===== config.mk =====
export PLATFORM = sky130hd
export DESIGN_NAME = biphase_keyboard_serializer
export DESIGN_NICKNAME = d
export VERILOG_FILES = /design/src/design/kbs_pkg.sv /design/src/design/kbs_fifo.sv /design/src/design/kbs_tx.sv /design/src/design/biphase_keyboard_serializer.sv
export SDC_FILE = /design/constraint.sdc
export NUM_CORES = 1
export LEC_CHECK = 0
export BUFFER_PORTS_ARGS = -buffer_cell sky130_fd_sc_hd__buf_2
export CAP_MARGIN = 20
export CORE_ASPECT_RATIO = 1.5
export CORE_MARGIN = 3
export CORE_UTILIZATION = 54
export CTS_CLUSTER_SIZE = 40
export DETAILED_ROUTE_END_ITERATION = 6
export PLACE_DENSITY = 0.85
export REMOVE_ABC_BUFFERS = 1
export SLEW_MARGIN = 20
export SYNTH_ARGS = -nofsm -noshare
export SYNTH_HDL_FRONTEND = slang
export SYNTH_SLANG_ARGS = --single-unit

===== constraint.sdc =====
create_clock -name clk -period 2.8 [get_ports clk]
set_input_delay 0.56 -clock clk [delete_from_list [all_inputs] [get_ports clk]]
set_output_delay 0.56 -clock clk [all_outputs]
set_load 0.02 [all_outputs]

===== src/design/kbs_pkg.sv =====
// Shared types and constants for the biphase keyboard serializer.
// No dependencies; every other design file imports this package.
package kbs_pkg;

  // Operation codes carried in the func field of an input beat
  localparam logic [1:0] FUNC_TICK  = 2'd0;
  localparam logic [1:0] FUNC_KEY   = 2'd1;
  localparam logic [1:0] FUNC_READ  = 2'd2;
  localparam logic [1:0] FUNC_WRITE = 2'd3;

  localparam int          KBS_FIFO_DEPTH   = 16;
  localparam logic [15:0] BIT_PERIOD_RESET = 16'd263;
  localparam logic [5:0]  FRAME_HALF_BITS  = 6'd42;
  localparam logic [7:0]  READ_ALL_ONES    = 8'hFF;

  // Bit positions inside the stored control nibble
  localparam int CTRL_ENABLE = 3;
  localparam int CTRL_IRTEST = 2;
  localparam int CTRL_CLK1   = 1;
  localparam int CTRL_HRQ    = 0;

  typedef struct packed {
    logic [1:0] func;
    logic [7:0] key_code;
    logic [7:0] write_data;
  } kbs_in_t;

  typedef struct packed {
    logic       data_line;
    logic       nmi_latch_out;
    logic       nmi_request;
    logic [7:0] read_data;
    logic       key_dropped;
    logic       clk1_select;
    logic       hrq_disable;
    logic       ir_test;
  } kbs_out_t;

  typedef struct packed {
    logic empty;
    logic full;
  } kbs_fifo_stat_t;

  typedef struct packed {
    logic pop;        // take the head scan code into a new frame
    logic line_nxt;   // data line level after this beat
    logic latch_set;  // a half-bit of 1 went out
  } kbs_tx_stat_t;

endpackage


===== src/design/kbs_fifo.sv =====
// Scan code queue: memory array plus read/write pointers with wrap phase.
// Depends on kbs_pkg for the status struct.
module kbs_fifo #(
  parameter int FIFO_DEPTH = kbs_pkg::KBS_FIFO_DEPTH
) (
  input  logic                    clk,
  input  logic                    rst_n,
  input  logic                    push,
  input  logic [7:0]              push_data,
  input  logic                    pop,
  output kbs_pkg::kbs_fifo_stat_t stat,
  output logic [7:0]              rd_data
);
  import kbs_pkg::*;

  localparam int AW = (FIFO_DEPTH > 1) ? $clog2(FIFO_DEPTH) : 1;
  localparam logic [AW-1:0] LAST_ADDR = AW'(FIFO_DEPTH - 1);

  logic [7:0]    mem [FIFO_DEPTH];
  logic [AW-1:0] wr_addr_r, rd_addr_r;
  logic          wr_phase_r, rd_phase_r;
  logic [7:0]    rd_data_r;

  assign stat.empty = (wr_addr_r == rd_addr_r) && (wr_phase_r == rd_phase_r);
  assign stat.full  = (wr_addr_r == rd_addr_r) && (wr_phase_r != rd_phase_r);
  assign rd_data    = rd_data_r;

  always_ff @(posedge clk) begin
    if (!rst_n) begin
      wr_addr_r  <= '0;
      rd_addr_r  <= '0;
      wr_phase_r <= 1'b0;
      rd_phase_r <= 1'b0;
    end else begin
      if (push) begin
        if (wr_addr_r == LAST_ADDR) begin
          wr_addr_r  <= '0;
          wr_phase_r <= ~wr_phase_r;
        end else begin
          wr_addr_r <= wr_addr_r + AW'(1);
        end
      end
      if (pop) begin
        if (rd_addr_r == LAST_ADDR) begin
          rd_addr_r  <= '0;
          rd_phase_r <= ~rd_phase_r;
        end else begin
          rd_addr_r <= rd_addr_r + AW'(1);
        end
      end
    end
  end

  // Storage and registered read; no reset on payload
  always_ff @(posedge clk) begin
    if (push) begin
      mem[wr_addr_r] <= push_data;
    end
    if (pop) begin
      rd_data_r <= mem[rd_addr_r];
    end
  end

endmodule


===== src/design/kbs_tx.sv =====
// Frame sender: wait counter, half-bit position and data line level.
// Depends on kbs_pkg for frame constants and the status struct.
module kbs_tx (
  input  logic                  clk,
  input  logic                  rst_n,
  input  logic                  tick,
  input  logic                  fifo_empty,
  input  logic [7:0]            frame_key,
  input  logic [15:0]           bit_period,
  output kbs_pkg::kbs_tx_stat_t stat
);
  import kbs_pkg::*;

  logic [15:0] wait_r, wait_nxt;
  logic [5:0]  pos_r, pos_nxt;
  logic        line_r, line_nxt;
  logic [5:0]  half_idx;
  logic [4:0]  cell_idx;
  logic [2:0]  bit_sel;
  logic        cell_bit;
  logic        half_val;
  logic        pop;
  logic        send;

  // Half-bit value: start 1, data LSB first, odd parity, stop cells all 0
  always_comb begin
    half_idx = pos_r - 6'd1;
    cell_idx = half_idx[5:1];
    bit_sel  = 3'(cell_idx - 5'd1);
    cell_bit = 1'b0;
    if (cell_idx == 5'd0) begin
      cell_bit = 1'b1;
    end else if (cell_idx <= 5'd8) begin
      cell_bit = frame_key[bit_sel];
    end else if (cell_idx == 5'd9) begin
      cell_bit = ~^frame_key;
    end
    if (cell_idx <= 5'd9) begin
      half_val = half_idx[0] ? ~cell_bit : cell_bit;
    end else begin
      half_val = 1'b0;
    end
  end

  always_comb begin
    wait_nxt = wait_r;
    pos_nxt  = pos_r;
    line_nxt = line_r;
    pop      = 1'b0;
    send     = 1'b0;
    if (tick) begin
      if (wait_r != 16'd0) begin
        wait_nxt = wait_r - 16'd1;
      end else if (pos_r != 6'd0) begin
        send     = 1'b1;
        line_nxt = half_val;
        pos_nxt  = (pos_r >= FRAME_HALF_BITS) ? 6'd0 : pos_r + 6'd1;
        wait_nxt = bit_period;
      end else if (!fifo_empty) begin
        pop     = 1'b1;
        pos_nxt = 6'd1;
      end
    end
  end

  assign stat.pop       = pop;
  assign stat.line_nxt  = line_nxt;
  assign stat.latch_set = send & half_val;

  always_ff @(posedge clk) begin
    if (!rst_n) begin
      wait_r <= '0;
      pos_r  <= '0;
      line_r <= 1'b0;
    end else begin
      wait_r <= wait_nxt;
      pos_r  <= pos_nxt;
      line_r <= line_nxt;
    end
  end

endmodule


===== src/design/biphase_keyboard_serializer.sv =====
// Biphase keyboard serializer, top level: handshake, latch, control bits, result register.
// Depends on kbs_pkg, kbs_fifo and kbs_tx.
// An accepted input beat's result beat is registered in the output register, in the cycle after it.
// Throughput: one beat per cycle; in_ready drops only while a result waits and out_ready is low.
// Reset (rst_n, synchronous, active low) empties the queue, idles the frame sender,
// clears the latch and control bits and loads the bit period with 263. No clearing pass.
module biphase_keyboard_serializer #(
  parameter int FIFO_DEPTH = kbs_pkg::KBS_FIFO_DEPTH
) (
  input  logic             clk,
  input  logic             rst_n,
  input  logic             in_valid,
  output logic             in_ready,
  input  kbs_pkg::kbs_in_t in_data,
  output logic             out_valid,
  input  logic             out_ready,
  output kbs_pkg::kbs_out_t out_data,
  input  logic             cfg_wr_en,
  input  logic [15:0]      cfg_wr_data
);
  import kbs_pkg::*;

  logic           accept;
  logic           is_tick, is_key, is_read, is_write;
  logic           push;
  logic           dropped;
  kbs_fifo_stat_t fifo_stat;
  logic [7:0]     frame_key;
  kbs_tx_stat_t   tx_stat;

  logic [15:0] bit_period_r;
  logic        latch_r, latch_nxt;
  logic [3:0]  ctrl_r, ctrl_nxt;
  logic        prev_nmi_r;
  logic        nmi_now;
  logic        out_valid_r;
  kbs_out_t    out_data_r, out_data_nxt;

  // Accept whenever the result register is free or being drained this cycle
  assign in_ready  = !out_valid_r || out_ready;
  assign accept    = in_valid && in_ready;
  assign out_valid = out_valid_r;
  assign out_data  = out_data_r;

  assign is_tick  = accept && (in_data.func == FUNC_TICK);
  assign is_key   = accept && (in_data.func == FUNC_KEY);
  assign is_read  = accept && (in_data.func == FUNC_READ);
  assign is_write = accept && (in_data.func == FUNC_WRITE);

  // Drop the scan code when the queue is full; nothing else moves
  assign push    = is_key && !fifo_stat.full;
  assign dropped = is_key && fifo_stat.full;

  kbs_fifo #(
    .FIFO_DEPTH (FIFO_DEPTH)
  ) u_fifo (
    .clk       (clk),
    .rst_n     (rst_n),
    .push      (push),
    .push_data (in_data.key_code),
    .pop       (tx_stat.pop),
    .stat      (fifo_stat),
    .rd_data   (frame_key)
  );

  // The key read on a pop lands in the cycle after it; the first two half-bits
  // (start cell) do not look at it, so it is always in place in time.
  kbs_tx u_tx (
    .clk        (clk),
    .rst_n      (rst_n),
    .tick       (is_tick),
    .fifo_empty (fifo_stat.empty),
    .frame_key  (frame_key),
    .bit_period (bit_period_r),
    .stat       (tx_stat)
  );

  always_comb begin
    latch_nxt = latch_r;
    if (is_read) begin
      latch_nxt = 1'b0;
    end else if (tx_stat.latch_set) begin
      latch_nxt = 1'b1;
    end
    ctrl_nxt = is_write ? in_data.write_data[7:4] : ctrl_r;
    // NMI request: rising edge of latch AND enable, seen after this beat
    nmi_now = latch_nxt & ctrl_nxt[CTRL_ENABLE];

    out_data_nxt.data_line     = tx_stat.line_nxt;
    out_data_nxt.nmi_latch_out = latch_nxt;
    out_data_nxt.nmi_request   = nmi_now & ~prev_nmi_r;
    out_data_nxt.read_data     = is_read ? READ_ALL_ONES : 8'd0;
    out_data_nxt.key_dropped   = dropped;
    out_data_nxt.clk1_select   = ctrl_nxt[CTRL_CLK1];
    out_data_nxt.hrq_disable   = ctrl_nxt[CTRL_HRQ];
    out_data_nxt.ir_test       = ctrl_nxt[CTRL_IRTEST];
  end

  always_ff @(posedge clk) begin
    if (!rst_n) begin
      bit_period_r <= BIT_PERIOD_RESET;
      latch_r      <= 1'b0;
      ctrl_r       <= '0;
      prev_nmi_r   <= 1'b0;
      out_valid_r  <= 1'b0;
    end else begin
      if (cfg_wr_en) begin
        bit_period_r <= cfg_wr_data;
      end
      if (accept) begin
        latch_r     <= latch_nxt;
        ctrl_r      <= ctrl_nxt;
        prev_nmi_r  <= nmi_now;
        out_valid_r <= 1'b1;
      end else if (out_ready) begin
        out_valid_r <= 1'b0;
      end
    end
  end

  // Result payload: hold until the next accepted beat
  always_ff @(posedge clk) begin
    if (accept) begin
      out_data_r <= out_data_nxt;
    end
  end

endmodule

# After elaboration in Yosys (flattened, before gate mapping)
# Memory sizes are Yosys's and may differ from the RTL's. A register that Yosys moved wholly into a read port is not among the register bits.
# Index checks and enable logic that the tools add are counted.
dict set report word_totals {
  out_inout_bits 17
  romBits 0
  ff_bits 71
  latchBits 0
  n_memories 1
  ram_bits 128
  in_bits 39
  word_cells 104
}
# name words width rd rd_ports_with_merged_regs write_ports line
set mem_list {}
lappend mem_list {u_fifo.mem 16 8 1 1 1 kbs_fifo.sv:19} ;# logic [7:0] mem [FIFO_DEPTH];
dict set report classes {
  eq_ne 10
  n_reduce_logical 23
  addsub 6
  n_mux 32
  order_cmp 4
  shift 0
  n_div 0
  multipliers 0
  n_bitwise 8
}
# operator n
set ops {}
lappend ops {{$mux 16} 2}
lappend ops {{$mux 1} 22}
lappend ops {{$mux 6} 3}
lappend ops {{$reduce_bool 16->1} 1}
lappend ops {{$sub 16x1->16 const B} 1}
lappend ops {{$mux 4} 3}
lappend ops {{$le 5x4->1 const B} 2}
lappend ops {{$logic_and 1x1->1} 9}
lappend ops {{$add 4x1->4 const B} 2}
lappend ops {{$eq 4x4->1 const B} 2}
lappend ops {{$mux 8} 1}
lappend ops {{$reduce_xnor 8->1} 1}
lappend ops {{$add 6x1->6 const B} 1}
lappend ops {{$ge 6x6->1 const B} 1}
lappend ops {{$reduce_and 2->1} 3}
lappend ops {{$reduce_bool 6->1} 1}
lappend ops {{$sub 6x1->6 const B} 1}
lappend ops {{$eq 5x4->1 const B} 1}
lappend ops {{$logic_not 5->1} 1}
lappend ops {{$not 1->1} 5}
lappend ops {{$eq 2x2->1 const B} 2}
lappend ops {{$eq 4x4->1} 1}
lappend ops {{$lt 3x4->1 const B} 1}
lappend ops {{$reduce_bool 2->1} 2}
lappend ops {{11 further kinds} 14}

# Longest topological paths before layout
# Gate-level depths: netlist (run 1).
dict set report depth {
  word_depth 14
  mapped_depth 11
  ltp_nobuf 11
}

# By module
# A second synthesis (run 1) with hierarchy kept.
dict set report unflattened {
  cells_unflattened 694
  hier_area_um2 9052.4
}
# module cells_each seq_area_each_um2 area_per_inst_um2 n_inst
set modules_own_cells {}
lappend modules_own_cells {kbs_fifo 328 4284.1 5861.9 1}
lappend modules_own_cells {kbs_tx 251 460.4 1941.9 1}
lappend modules_own_cells {biphase_keyboard_serializer 115 700.7 1248.7 1}

# Worst setup path before layout (run 1)
# OpenSTA, ideal clock, no wires.
dict set report synth_timing {
  kind {input to register}
  startpoint {in out_ready}
  endpoint {mem u_fifo.mem[1][0] (enable)}
  setup_time_ps 383
  path_buffers 0
  slack_ps -32
  stages 7
  required_ps 2417
  arrival_ps 2448
  path_cell_list {nand2b_1 nand2_1 inv_1 nand2_1 nor3_2 nand2_1 nor3_1}
}
dict set report synth_via {
  elab_chain_len 6
}
# item line
set synth_rtl {}
lappend synth_rtl {{start, declared} biphase_keyboard_serializer.sv:16} ;# input logic out_ready,
lappend synth_rtl {{$logic_or 1x1->1} biphase_keyboard_serializer.sv:40} ;# assign in_ready = !out_valid_r || out_ready;
lappend synth_rtl {{$logic_and 1x1->1} biphase_keyboard_serializer.sv:41} ;# assign accept = in_valid && in_ready;
lappend synth_rtl {{via accept} biphase_keyboard_serializer.sv:23} ;# logic accept;
lappend synth_rtl {{$logic_and 1x1->1} biphase_keyboard_serializer.sv:46} ;# assign is_key = accept && (in_data.func == FUNC_KEY);
lappend synth_rtl {{$logic_and 1x1->1} biphase_keyboard_serializer.sv:51} ;# assign push = is_key && !fifo_stat.full;
lappend synth_rtl {{$mux 1} kbs_fifo.sv:56} ;# if (push) begin
lappend synth_rtl {{$mux 1 (not written as such)} kbs_fifo.sv:57} ;# mem[wr_addr_r] <= push_data;
lappend synth_rtl {{end, declared} kbs_fifo.sv:19}
# The timed path passes the listed nets, and every way through them passes these cells.

==> results.sh, run 1 <==
export IMPL_io_buffers=51
export IMPL_synth_top_cell_area_share_pct=49.91
export IMPL_post_route_min_period_ps=2612
export IMPL_pwr_density_cell_nw_per_um2=742.1
export IMPL_gp_congestion=0.8728
export IMPL_cts_root_buf="clkbuf_16"
export IMPL_coreArea_um2=15700
export IMPL_clkTransAtPathRegs_ps=70
export IMPL_slew_headroom_pct=46.11
export IMPL_ys_seq_area_share_pct=62.85
export IMPL_synth_ff_type="edfxtp_1"
export IMPL_antenna_found_initial=0
export IMPL_hold_depth=3
export IMPL_wl_per_cell_um=19.42
export IMPL_cts_max_path_buffers=2
export IMPL_arrival_ps=2790
export IMPL_startpoint_type="register"
export IMPL_antenna_left=0
export IMPL_synth_area_top_cells="edfxtp_1 (50%), dfxtp_1 (13%), mux4_2 (11%)"
export IMPL_finalSetupTns_ps=0
export IMPL_worstSetupPathType="register to register"
export IMPL_grt_pass1_vias=5283
export IMPL_finalInstanceArea_um2=9816
export IMPL_leakagePower_nw=3.398
export IMPL_max_freq_ghz=0.3828
export IMPL_hold_viol_final=0
export IMPL_yosys_warnings=0
export IMPL_area_delta_synth_final_pct=13.30
export IMPL_n_antenna_cell=0
export IMPL_h_tree_depth=4
export IMPL_async_flop_share_pct=0
export IMPL_max_vdd_ir_drop_uv=631.9
export IMPL_first_pass_iters=5
export IMPL_critPathMaxFanout=4
export IMPL_floorplan_initialDensity_pct=55.20
export IMPL_dp_cells=845
export IMPL_cts_tree="built"
export IMPL_maxSlewViolCount=0
export IMPL_grt_setup_unrepaired="false"
export IMPL_die_h_um=161.1
export IMPL_synth_edf_count=144
export IMPL_fin_crit_sh_pct=93.29
export IMPL_maxCapViolations=0
export IMPL_synth_top_area_cell="edfxtp_1"
export IMPL_dieArea_um2=17630
export IMPL_grt_usage_pct=20.81
export IMPL_core_rowCount=56
export IMPL_grt_overflow_total=0
export IMPL_avgViaCountPerCell=5.867
export IMPL_worst_slew_pin_slew_ps=808.3
export IMPL_wl_um=17050
export IMPL_grt_max_degree=54
export IMPL_total_power_mw=7.285
export IMPL_drive_gt1_share_pct=27.11
export IMPL_nets=713
export IMPL_endpoint_kind="register"
export IMPL_syn_area_per_cell_um2=14.54
export IMPL_ys_types=58
export IMPL_clk_latency_ps=440
export IMPL_syn_area_um2=8663
export IMPL_cp_required_ps=2980
export IMPL_postCtsHoldBufs=0
export IMPL_numCtsBuffers=17
export IMPL_fin_cells=878
export IMPL_cts_sinks=200
export IMPL_reg2reg_depth=11
export IMPL_ys_seq_elements=200
export IMPL_drt_initial_drc_count=429
export IMPL_drc=0
export IMPL_num_vias=5151
export IMPL_dp_hpwl_um=11820
export IMPL_status="complete, no violations"
export IMPL_dieWidth_um=109.4
export IMPL_placed_area_um2=9194
export IMPL_io_pins=56
export IMPL_finClkSkew_ps=9.464
export IMPL_grt_pass1_wl_um=27460
export IMPL_setup_viol_count_final=0
export IMPL_syn_inst=596
export IMPL_hold_class="input port to register"
[synthesized netlist by cell type, types with 3 or more instances]
master and number:
xor2_1 3, dfxtp_1 56, nor2b_1 22, nor3b_1 3, nor3_2 3, a31oi_1 5, nand2_1 25, and2_1 11
buf_2 9, nand4_1 3, inv_1 20, nor3_1 15, o21ai_0 24, xnor2_1 20, a211oi_1 3, edfxtp_1 144
mux2i_1 21, clkbuf_8 3, nand2b_1 3, mux4_2 42, or3_1 3, a21oi_1 32, ha_1 12, buf_4 9
o221a_2 3, mux2_2 3, nand3_1 7, nand2_2 3, clkbuf_1 12, nor2_1 41
[layer usage]
metal	wire (um)	global-route usage [%]
met4	639	10.32
met2	9369	36.66
met5	0	0
met1	6106	22.71
met3	934	5.478
[cells in the final DEF (no fill, tap or decap), types with 7 or more instances in the layout]
cell,count
and2_1,11
inv_1,20
edfxtp_1,144
dfxtp_1,55
mux4_2,42
nor2b_1,22
nand2_1,25
buf_2,51
a21oi_1,32
nor2_1,41
ha_1,11
mux2i_1,21
nand3_1,7
nor3_1,15
clkbuf_16,17
xnor2_1,19
o21ai_0,24
buf_4,29
[logic make-up after synthesis]
kind of cell             synth area share, %
flip-flops                             62.85
AND/OR/NAND/NOR                        9.763
AO/OA/AOI/OAI                          6.297
multiplexers                           13.73
buffers and inverters                  3.293
XOR/XNOR                               2.325
adder cells (fa/ha/maj)                1.733
[per-stage QoR]
stage / util (%) / hold WS (ps) / worst slack (ps)
after detailed placement: 58.58 / 460.5 / 76.20
after CTS: 62.43 / 331.5 / 47.10
after floorplan: - / 436.5 / -724.0
after global placement: 58.58 / 459.1 / 171.6
final: 62.54 / 343.2 / 187.9
after global routing: 62.54 / 334.9 / 6.445
[report_power, final]
group | leakage (nW) | switching (mW) | total [mW] | internal, mW
sequential | 1.76 | 0.0846 | 3.34 | 3.25
clock | 0.296 | 1.16 | 2.44 | 1.28
combinational | 1.34 | 0.969 | 1.51 | 0.537
total | 3.40 | 2.21 | 7.28 | 5.07
[final timing paths]
| check | to | startpoint | slack, ps |
|---|---|---|---|
| max | out_data[12]$_DFFE_PP_ | u_tx.pos_r[0]$_SDFFE_PN0P_ | 190 |
| min | bit_period_r[8]$_SDFFE_PN1P_ | cfg_wr_data[8] | 340 |
| max reg2reg | out_data[12]$_DFFE_PP_ | u_tx.pos_r[0]$_SDFFE_PN0P_ | 190 |
| min reg2reg | u_tx.wait_r[0]$_SDFFE_PN0P_ | bit_period_r[0]$_SDFFE_PN1P_ | 470 |
[final cells by class]
class | count | area [um2]
fillers | 1126 | 5879
flip-flops and latches | 200 | 5446
multi-input cells | 342 | 2943
repair buffers | 81 | 493.0
clock buffers | 18 | 429.2
well taps | 203 | 254.0
clock inverters | 14 | 175.2
inverters | 20 | 75.07
[registers in the layout (all words and copies together), names as in the netlist, 4 cells and up]
signal	count
u_fifo.rd_addr_r	4
out_data	8
u_tx.wait_r	16
u_fifo.mem	128
bit_period_r	16
u_tx.pos_r	6
u_fifo.rd_data	8
ctrl_r	4
u_fifo.wr_addr_r	4
[critical path: stages (launching register included)]
cell and delay, ps:
dfxtp_1 340, inv_1 80, ha_2 230, xnor2_2 160
ha_1 340, mux4_2 320, o22a_1 230, o22ai_1 120
a211oi_1 70, xnor2_1 150, a2bb2oi_2 220, nor3_1 80
[timing repair]
action                                  CTS  global route
setup buffers                             0             1
endpoints found under the setup margin    0             6
resized for setup                         0             2
(Power assumes the default switching activity.)
==> inputs of run 2 (changes only) <==
--- a/config.mk
+++ b/config.mk
@@ -12,7 +12,7 @@
 export CORE_UTILIZATION = 54
 export CTS_CLUSTER_SIZE = 40
 export DETAILED_ROUTE_END_ITERATION = 6
-export PLACE_DENSITY = 0.85
+export PLACE_DENSITY = 0.73
 export REMOVE_ABC_BUFFERS = 1
 export SLEW_MARGIN = 20
 export SYNTH_ARGS = -nofsm -noshare
==> run 2 against run 1 <==
  * Via count is 1.3% lower
  * First-iteration DRC count decreased by 40%
  * Combinational power is 6% higher
  * Count of clock-buffer cells in the layout decreased by 1
  * Fmax is 1.4% lower
  * Hold slack lost 5.8 ps
  * Clock skew shrank 0.52 ps
  * Power up 2.5%
==> results.sh, run 2 (synthesis results as in run 1) <==
export IMPL_grt_pass1_wl_um=27220
export IMPL_utilization_pct=63.04
export IMPL_maxSlewViolCount=0
export IMPL_fillCellCount=1128
export IMPL_pwr_density_cell_nw_per_um2=754.5
export IMPL_io_pins=56
export IMPL_leakagePower_nw=3.433
export IMPL_first_pass_iters=5
export IMPL_startpoint_type="register"
export IMPL_clkTransAtPathRegs_ps=80
export IMPL_cts_root_buf="clkbuf_16"
export IMPL_dp_hpwl_um=11640
export IMPL_grt_max_degree=45
export IMPL_core_rowCount=56
export IMPL_setup_slack_ps=151.4
export IMPL_largest_reg_flops=128
export IMPL_drt_initial_drc_count=259
export IMPL_gp_congestion=0.8283
export IMPL_min_from="cfg_wr_data[8]"
export IMPL_arrival_ps=2830
export IMPL_antenna_left=0
export IMPL_final_common_cell="edfxtp_1"
export IMPL_max_vdd_ir_drop_uv=622.0
export IMPL_drc=0
export IMPL_nets=717
export IMPL_hold_class="input port to register"
export IMPL_worstSetupPathType="register to register"
export IMPL_io_buffers=51
export IMPL_fin_crit_sh_pct=94.59
export IMPL_hold_depth=3
export IMPL_status="complete, no violations"
export IMPL_reg2reg_to="out_data[12]$_DFFE_PP_"
export IMPL_cp_required_ps=2990
export IMPL_num_vias=5084
export IMPL_cts_sinks=200
export IMPL_endpoint_kind="register"
export IMPL_setup_viol_count_final=0
export IMPL_antenna_found_initial=0
export IMPL_total_power_mw=7.466
export IMPL_final_cell_mix="edfxtp_1 (144), dfxtp_1 (55), buf_2 (51)"
export IMPL_hold_viol_final=0
export IMPL_die_h_um=161.1
export IMPL_grt_usage_pct=20.62
export IMPL_grt_pass1_vias=5350
export IMPL_max_freq_ghz=0.3776
export IMPL_wl_um=16800
export IMPL_dieArea_um2=17630
export IMPL_r2r_slack_ps=150
export IMPL_area_delta_synth_final_pct=14.21
export IMPL_avgViaCountPerCell=5.764
export IMPL_reg2reg_from="u_tx.pos_r[0]$_SDFFE_PN0P_"
export IMPL_grt_setup_unrepaired="false"
export IMPL_dp_cells=849
export IMPL_holdPathEnd="bit_period_r[8]$_SDFFE_PN1P_"
export IMPL_dieWidth_um=109.4
export IMPL_slew_headroom_pct=55.28
export IMPL_n_antenna_cell=0
export IMPL_coreArea_um2=15700
export IMPL_grt_overflow_total=0
export IMPL_reg_top3="u_fifo.mem (128), bit_period_r (16), u_tx.wait_r (16)"
export IMPL_cts_max_path_buffers=2
export IMPL_post_route_min_period_ps=2649
export IMPL_floorplan_initialDensity_pct=55.20
export IMPL_dp_slack_ps=38.26
export IMPL_wl_per_cell_um=19.05
export IMPL_cts_tree="built"
export IMPL_numCtsBuffers=17
export IMPL_max_flop_register="u_fifo.mem"
export IMPL_finClkSkew_ps=8.947
export IMPL_critPathMaxFanout=4
export IMPL_maxCapViolations=0
export IMPL_drive_gt1_share_pct=27.84
export IMPL_clk_latency_ps=440
export IMPL_reg2reg_depth=11
export IMPL_h_tree_depth=4
export IMPL_worst_slew_pin_slew_ps=670.8
export IMPL_fin_cells=882
## run 2: changes by cell type in the layout (fill, tap and decap cells not counted), sizes merged
| cell | previous run | this run |
|---|---|---|
| clkinv | 5 | 4 |
| bufinv | 1 | 0 |
| inv | 28 | 31 |
| clkbuf | 18 | 17 |
| buf | 81 | 85 |
## run 2: stage by stage
step,TNS (ps),hold slack [ps],instance area (um2)
5_1_grt,0,328.9,9894
3_3_place_gp,0,452.3,9224
2_1_floorplan,-71770,436.5,8453
6_report,0,337.4,9894
4_1_cts,0,321.9,9864
3_5_place_dp,0,463.4,9224
## run 2: cell type report
| type | count | area [um2] | share of cell area [%] |
|---|---|---|---|
| timing repair buffer | 85 | 523.0 | 5.286 |
| sequential | 200 | 5446 | 55.05 |
| tap | 203 | 254.0 | 2.567 |
| inverter | 20 | 75.07 | 0.7587 |
| multi-input combinational | 342 | 2955 | 29.87 |
| clock buffer | 17 | 425.4 | 4.299 |
| clock inverter | 15 | 215.2 | 2.175 |
## run 2: critical path, stage by stage (launching register included)
cell	delay [ps]
dfxtp_1	340
inv_1	80
ha_2	230
xnor2_2	250
ha_4	250
mux4_2	300
o22a_1	230
o22ai_1	160
a211oi_1	80
xnor2_1	170
a2bb2oi_2	230
nor3_1	70
## run 2: worst max path at each step
stage | startpoint | to | slack, ps
final | u_tx.pos_r[0]$_SDFFE_PN0P_ | out_data[12]$_DFFE_PP_ | 150
after global routing | u_tx.pos_r[0]$_SDFFE_PN0P_ | out_data[12]$_DFFE_PP_ | 9
after CTS | u_tx.pos_r[0]$_SDFFE_PN0P_ | out_data[12]$_DFFE_PP_ | 10
after detailed placement | u_tx.pos_r[0]$_SDFFE_PN0P_ | out_data[12]$_DFFE_PP_ | 40
after global placement | u_tx.pos_r[0]$_SDFFE_PN0P_ | out_data[12]$_DFFE_PP_ | 160
after floorplan | u_fifo.rd_addr_r[0]$_SDFFE_PN0P_ | u_fifo.mem[1][0]$_DFFE_PP_ | -720
## run 2: repair_timing
| action | in CTS | in global routing |
|---|---|---|
| endpoints found under the setup margin | 0 | 6 |
| hold buffers | 0 | 0 |
| setup buffers | 0 | 1 |
| gates resized for setup | 0 | 3 |
## run 2: metal layers
layer,track usage (%),wire [um]
met1,23.08,6142
met2,37.58,9546
met3,4.278,705
met4,8.111,409
met5,0,0
## run 2: where the power goes
part	internal (mW)	switching [mW]
Sequential	3.25	0.0787
Combinational	0.565	1.04
Clock	1.26	1.27
==> inputs of run 3 (changes only) <==
--- a/config.mk
+++ b/config.mk
@@ -9,12 +9,14 @@
 export CAP_MARGIN = 20
 export CORE_ASPECT_RATIO = 1.5
 export CORE_MARGIN = 3
-export CORE_UTILIZATION = 54
+export CORE_UTILIZATION = 55
 export CTS_CLUSTER_SIZE = 40
 export DETAILED_ROUTE_END_ITERATION = 6
-export PLACE_DENSITY = 0.73
+export PLACE_DENSITY = 0.74
 export REMOVE_ABC_BUFFERS = 1
 export SLEW_MARGIN = 20
 export SYNTH_ARGS = -nofsm -noshare
 export SYNTH_HDL_FRONTEND = slang
+export SYNTH_HIERARCHICAL = 1
 export SYNTH_SLANG_ARGS = --single-unit
+export TNS_END_PERCENT = 10
==> run 3 against run 2 <==
  * The run now ends with setup timing left
  * Flip-flop and latch count unchanged
  * Critical endpoint is now out_data[13]$_DFFE_PP_
  * Die area up 2.5%
  * Count of clock-buffer cells in the layout unchanged
  * Clock power down 7%
  * Global-route usage up 0.90 points
  * First-iteration DRC count up 120%
  * Final area up 2.7%
  * Wire length up 13%
  * Sequential share of layout area down 1.4 points
  * Fmax down 6.1%
==> results.sh, run 3 <==
export IMPL_status="finished with violations"
export IMPL_violations="setup timing"
export IMPL_combinationalPowerShare_pct=34.2
export IMPL_p_switching_mw=3.216
export IMPL_h_tree_depth=4
export IMPL_cts_sinks=200
export IMPL_synth_top_cell_area_share_pct=47.77
export IMPL_drive_gt1_share_pct=23.69
export IMPL_startpoint_type="register"
export IMPL_cts_tree="built"
export IMPL_postCtsHoldBufs=0
export IMPL_worstSetupPathType="register to register"
export IMPL_io_pins=56
export IMPL_leakagePower_nw=3.530
export IMPL_dp_slack_ps=-208.0
export IMPL_grt_usage_pct=21.52
export IMPL_finalSetupTns_ps=-29.44
export IMPL_clkTransAtPathRegs_ps=70
export IMPL_endpoint="out_data[13]$_DFFE_PP_"
export IMPL_final_cell_mix="edfxtp_1 (144), nor2_1 (63), dfxtp_1 (53)"
export IMPL_synth_common_cells="edfxtp_1 (144), nor2_1 (64), dfxtp_1 (56), mux2i_1 (42), nand2_1 (41)"
export IMPL_ys_seq_elements=200
export IMPL_grt_overflow_total=0
export IMPL_grt_pass1_wl_um=30640
export IMPL_reg2reg_depth=14
export IMPL_setup_slack_ps=-20.23
export IMPL_io_buffers=51
export IMPL_yosysMostFrequentCell="edfxtp_1"
export IMPL_drc=0
export IMPL_synth_edf_count=144
export IMPL_r2r_slack_ps=-20
export IMPL_critPathMaxFanout=3
export IMPL_clkPwrFrac_pct=26.8
export IMPL_syn_area_um2=9052
export IMPL_dp_hpwl_um=13020
export IMPL_coreArea_um2=15910
export IMPL_gp_congestion=0.8520
export IMPL_hold_depth=3
export IMPL_final_common_cell="edfxtp_1"
export IMPL_reg2reg_from="u_tx/pos_r[1]$_SDFFE_PN0P_"
export IMPL_setup_viol_count_final=2
export IMPL_endpoint_kind="register"
export IMPL_reg_top3="u_fifo/mem (128), bit_period_r (16), u_tx/wait_r (16)"
export IMPL_fillCellCount=1133
export IMPL_maxCapViolations=0
export IMPL_area_delta_synth_final_pct=12.25
export IMPL_dieWidth_um=110.8
export IMPL_grt_pass1_vias=5925
export IMPL_num_vias=5839
export IMPL_arrival_ps=3000
export IMPL_post_route_min_period_ps=2820
export IMPL_placed_area_um2=9527
export IMPL_max_freq_ghz=0.3546
export IMPL_maxSlewViolCount=0
export IMPL_finClkSkew_ps=8.698
export IMPL_reg2reg_to="out_data[13]$_DFFE_PP_"
export IMPL_total_power_mw=8.784
export IMPL_hold_class="input port to register"
export IMPL_finalInstanceArea_um2=10160
export IMPL_grt_setup_unrepaired="true"
export IMPL_fin_crit_sh_pct=100.7
export IMPL_cts_root_buf="clkbuf_16"
export IMPL_wl_per_cell_um=19.71
export IMPL_power_frac_seq_pct=39.0
export IMPL_hold_viol_final=0
export IMPL_first_pass_iters=5
export IMPL_cts_max_path_buffers=2
export IMPL_numCtsBuffers=17
export IMPL_yosys_warnings=6
export IMPL_nets=802
export IMPL_async_flop_share_pct=0
export IMPL_wl_um=19060
export IMPL_clk_latency_ps=430
export IMPL_ys_types=65
export IMPL_drt_initial_drc_count=579
export IMPL_synth_area_top_cells="edfxtp_1 (48%), dfxtp_1 (12%), mux2i_1 (4.6%)"
export IMPL_pwr_density_cell_nw_per_um2=864.4
export IMPL_max_flop_register="u_fifo/mem"
export IMPL_synth_top_area_cell="edfxtp_1"
export IMPL_syn_inst=694
export IMPL_dieArea_um2=18070
export IMPL_largest_reg_flops=128
export IMPL_switching_share_pct=36.62
export IMPL_n_antenna_cell=0
export IMPL_antenna_left=0
export IMPL_ys_seq_area_share_pct=60.15
export IMPL_antenna_found_initial=0
export IMPL_floorplan_initialDensity_pct=56.91
export IMPL_slew_headroom_pct=57.83
export IMPL_synth_ff_type="edfxtp_1"
export IMPL_core_rowCount=56
export IMPL_critPathLaunch="u_tx/pos_r[1]$_SDFFE_PN0P_"
export IMPL_worst_slew_pin_slew_ps=631.3
export IMPL_avgViaCountPerCell=6.038
export IMPL_die_h_um=163.1
export IMPL_max_vdd_ir_drop_uv=975.6
export IMPL_cp_required_ps=2980
export IMPL_syn_area_per_cell_um2=13.04
export IMPL_grt_max_degree=54
export IMPL_power_internal_mw=5.567
==> run 3: cell types whose count changed in the layout (fill, tap and decap cells not counted), moves of 8 or more <==
cell / change
mux2i_1: +21
mux4_2: -25
o221ai_1: +8
a21oi_1: -14
nor2b_1: -19
o22ai_1: +11
nor2_1: +22
a221o_1: +8
nand2_1: +16
mux2_2: +17
and2_1: +9
==> run 3: layer usage <==
metal  wire (um)  part of all wire (%)  track usage, %  up-vias
li1            -                     -               -     2708
met1        7156                    38           23.87     2919
met2       10600                    56           39.97      169
met3         701                   3.7           4.040       43
met4         597                   3.1           9.580        0
met5           0                     0               0        -
==> run 3: power by group through the flow <==
stage                     clock network (mW)  registers (mW)  logic, mW
after floorplan                            0            3.48       2.06
after global placement                     0            3.49       3.06
after detailed placement                   0            3.48       2.98
after CTS                               2.39            3.43       3.20
after global routing                    2.52            3.45       3.56
final                                   2.35            3.42       3.01
==> run 3: timing repair <==
action / CTS / global route
buffers inserted: 0 / 0
pin swaps: 4 / 4
resized for setup: 11 / 3
hold endpoints to repair: 0 / 0
setup endpoints to repair: 3 / 5
==> run 3: layout make-up <==
type | instances | area [um2] | area share [%]
Multi-Input combinational cell | 427 | 3298 | 32.46
Clock inverter | 15 | 147.6 | 1.453
Inverter | 23 | 86.33 | 0.8496
Tap cell | 203 | 254.0 | 2.500
Sequential cell | 200 | 5449 | 53.63
Timing Repair Buffer | 82 | 500.5 | 4.925
Clock buffer | 17 | 425.4 | 4.187
==> run 3: cell families (layout without fill, tap and decap cells) <==
family / after synthesis / after routing / synth area share [%]
xor gates and xnor gates: 23 / 23 / 2.225
buffers and inverters: 67 / 137 / 4.119
AOI/OAI and AO/OA: 111 / 111 / 8.832
adders and majority gates: 12 / 12 / 1.659
DFF: 200 / 200 / 60.15
and+or+nand+nor: 201 / 201 / 11.36
muxes: 80 / 80 / 11.65
==> run 3: worst min path at each step <==
stage / endpoint / from / slack, ps
2_1_floorplan: ctrl_r[0]$_SDFFE_PN0P_ / ctrl_r[0]$_SDFFE_PN0P_ / 430
3_3_place_gp: ctrl_r[0]$_SDFFE_PN0P_ / ctrl_r[0]$_SDFFE_PN0P_ / 440
3_5_place_dp: ctrl_r[2]$_SDFFE_PN0P_ / ctrl_r[2]$_SDFFE_PN0P_ / 460
4_1_cts: bit_period_r[8]$_SDFFE_PN1P_ / cfg_wr_data[8] / 330
5_1_grt: bit_period_r[8]$_SDFFE_PN1P_ / cfg_wr_data[8] / 340
6_report: bit_period_r[8]$_SDFFE_PN1P_ / cfg_wr_data[8] / 340
==> run 3: worst max-delay path: stages, from the launching register on <==
cell and delay [ps]:
dfxtp_2 330, inv_1 60, ha_4 180, xnor2_4 130
ha_4 290, mux4_2 510, mux2i_1 200, o31ai_2 120
o311ai_4 100, xnor2_1 180, nor4_2 50, buf_4 170
nor2_4 100, buf_4 110, nor2_1 30
==> run 3: metrics by stage <==
stage	hold slack, ps	utilization [%]	cells
2_1_floorplan	432.2	-	650
3_3_place_gp	441.1	59.90	935
3_5_place_dp	456.4	59.90	935
4_1_cts	332.2	63.84	967
5_1_grt	343.7	63.88	967
6_report	342.9	63.88	967
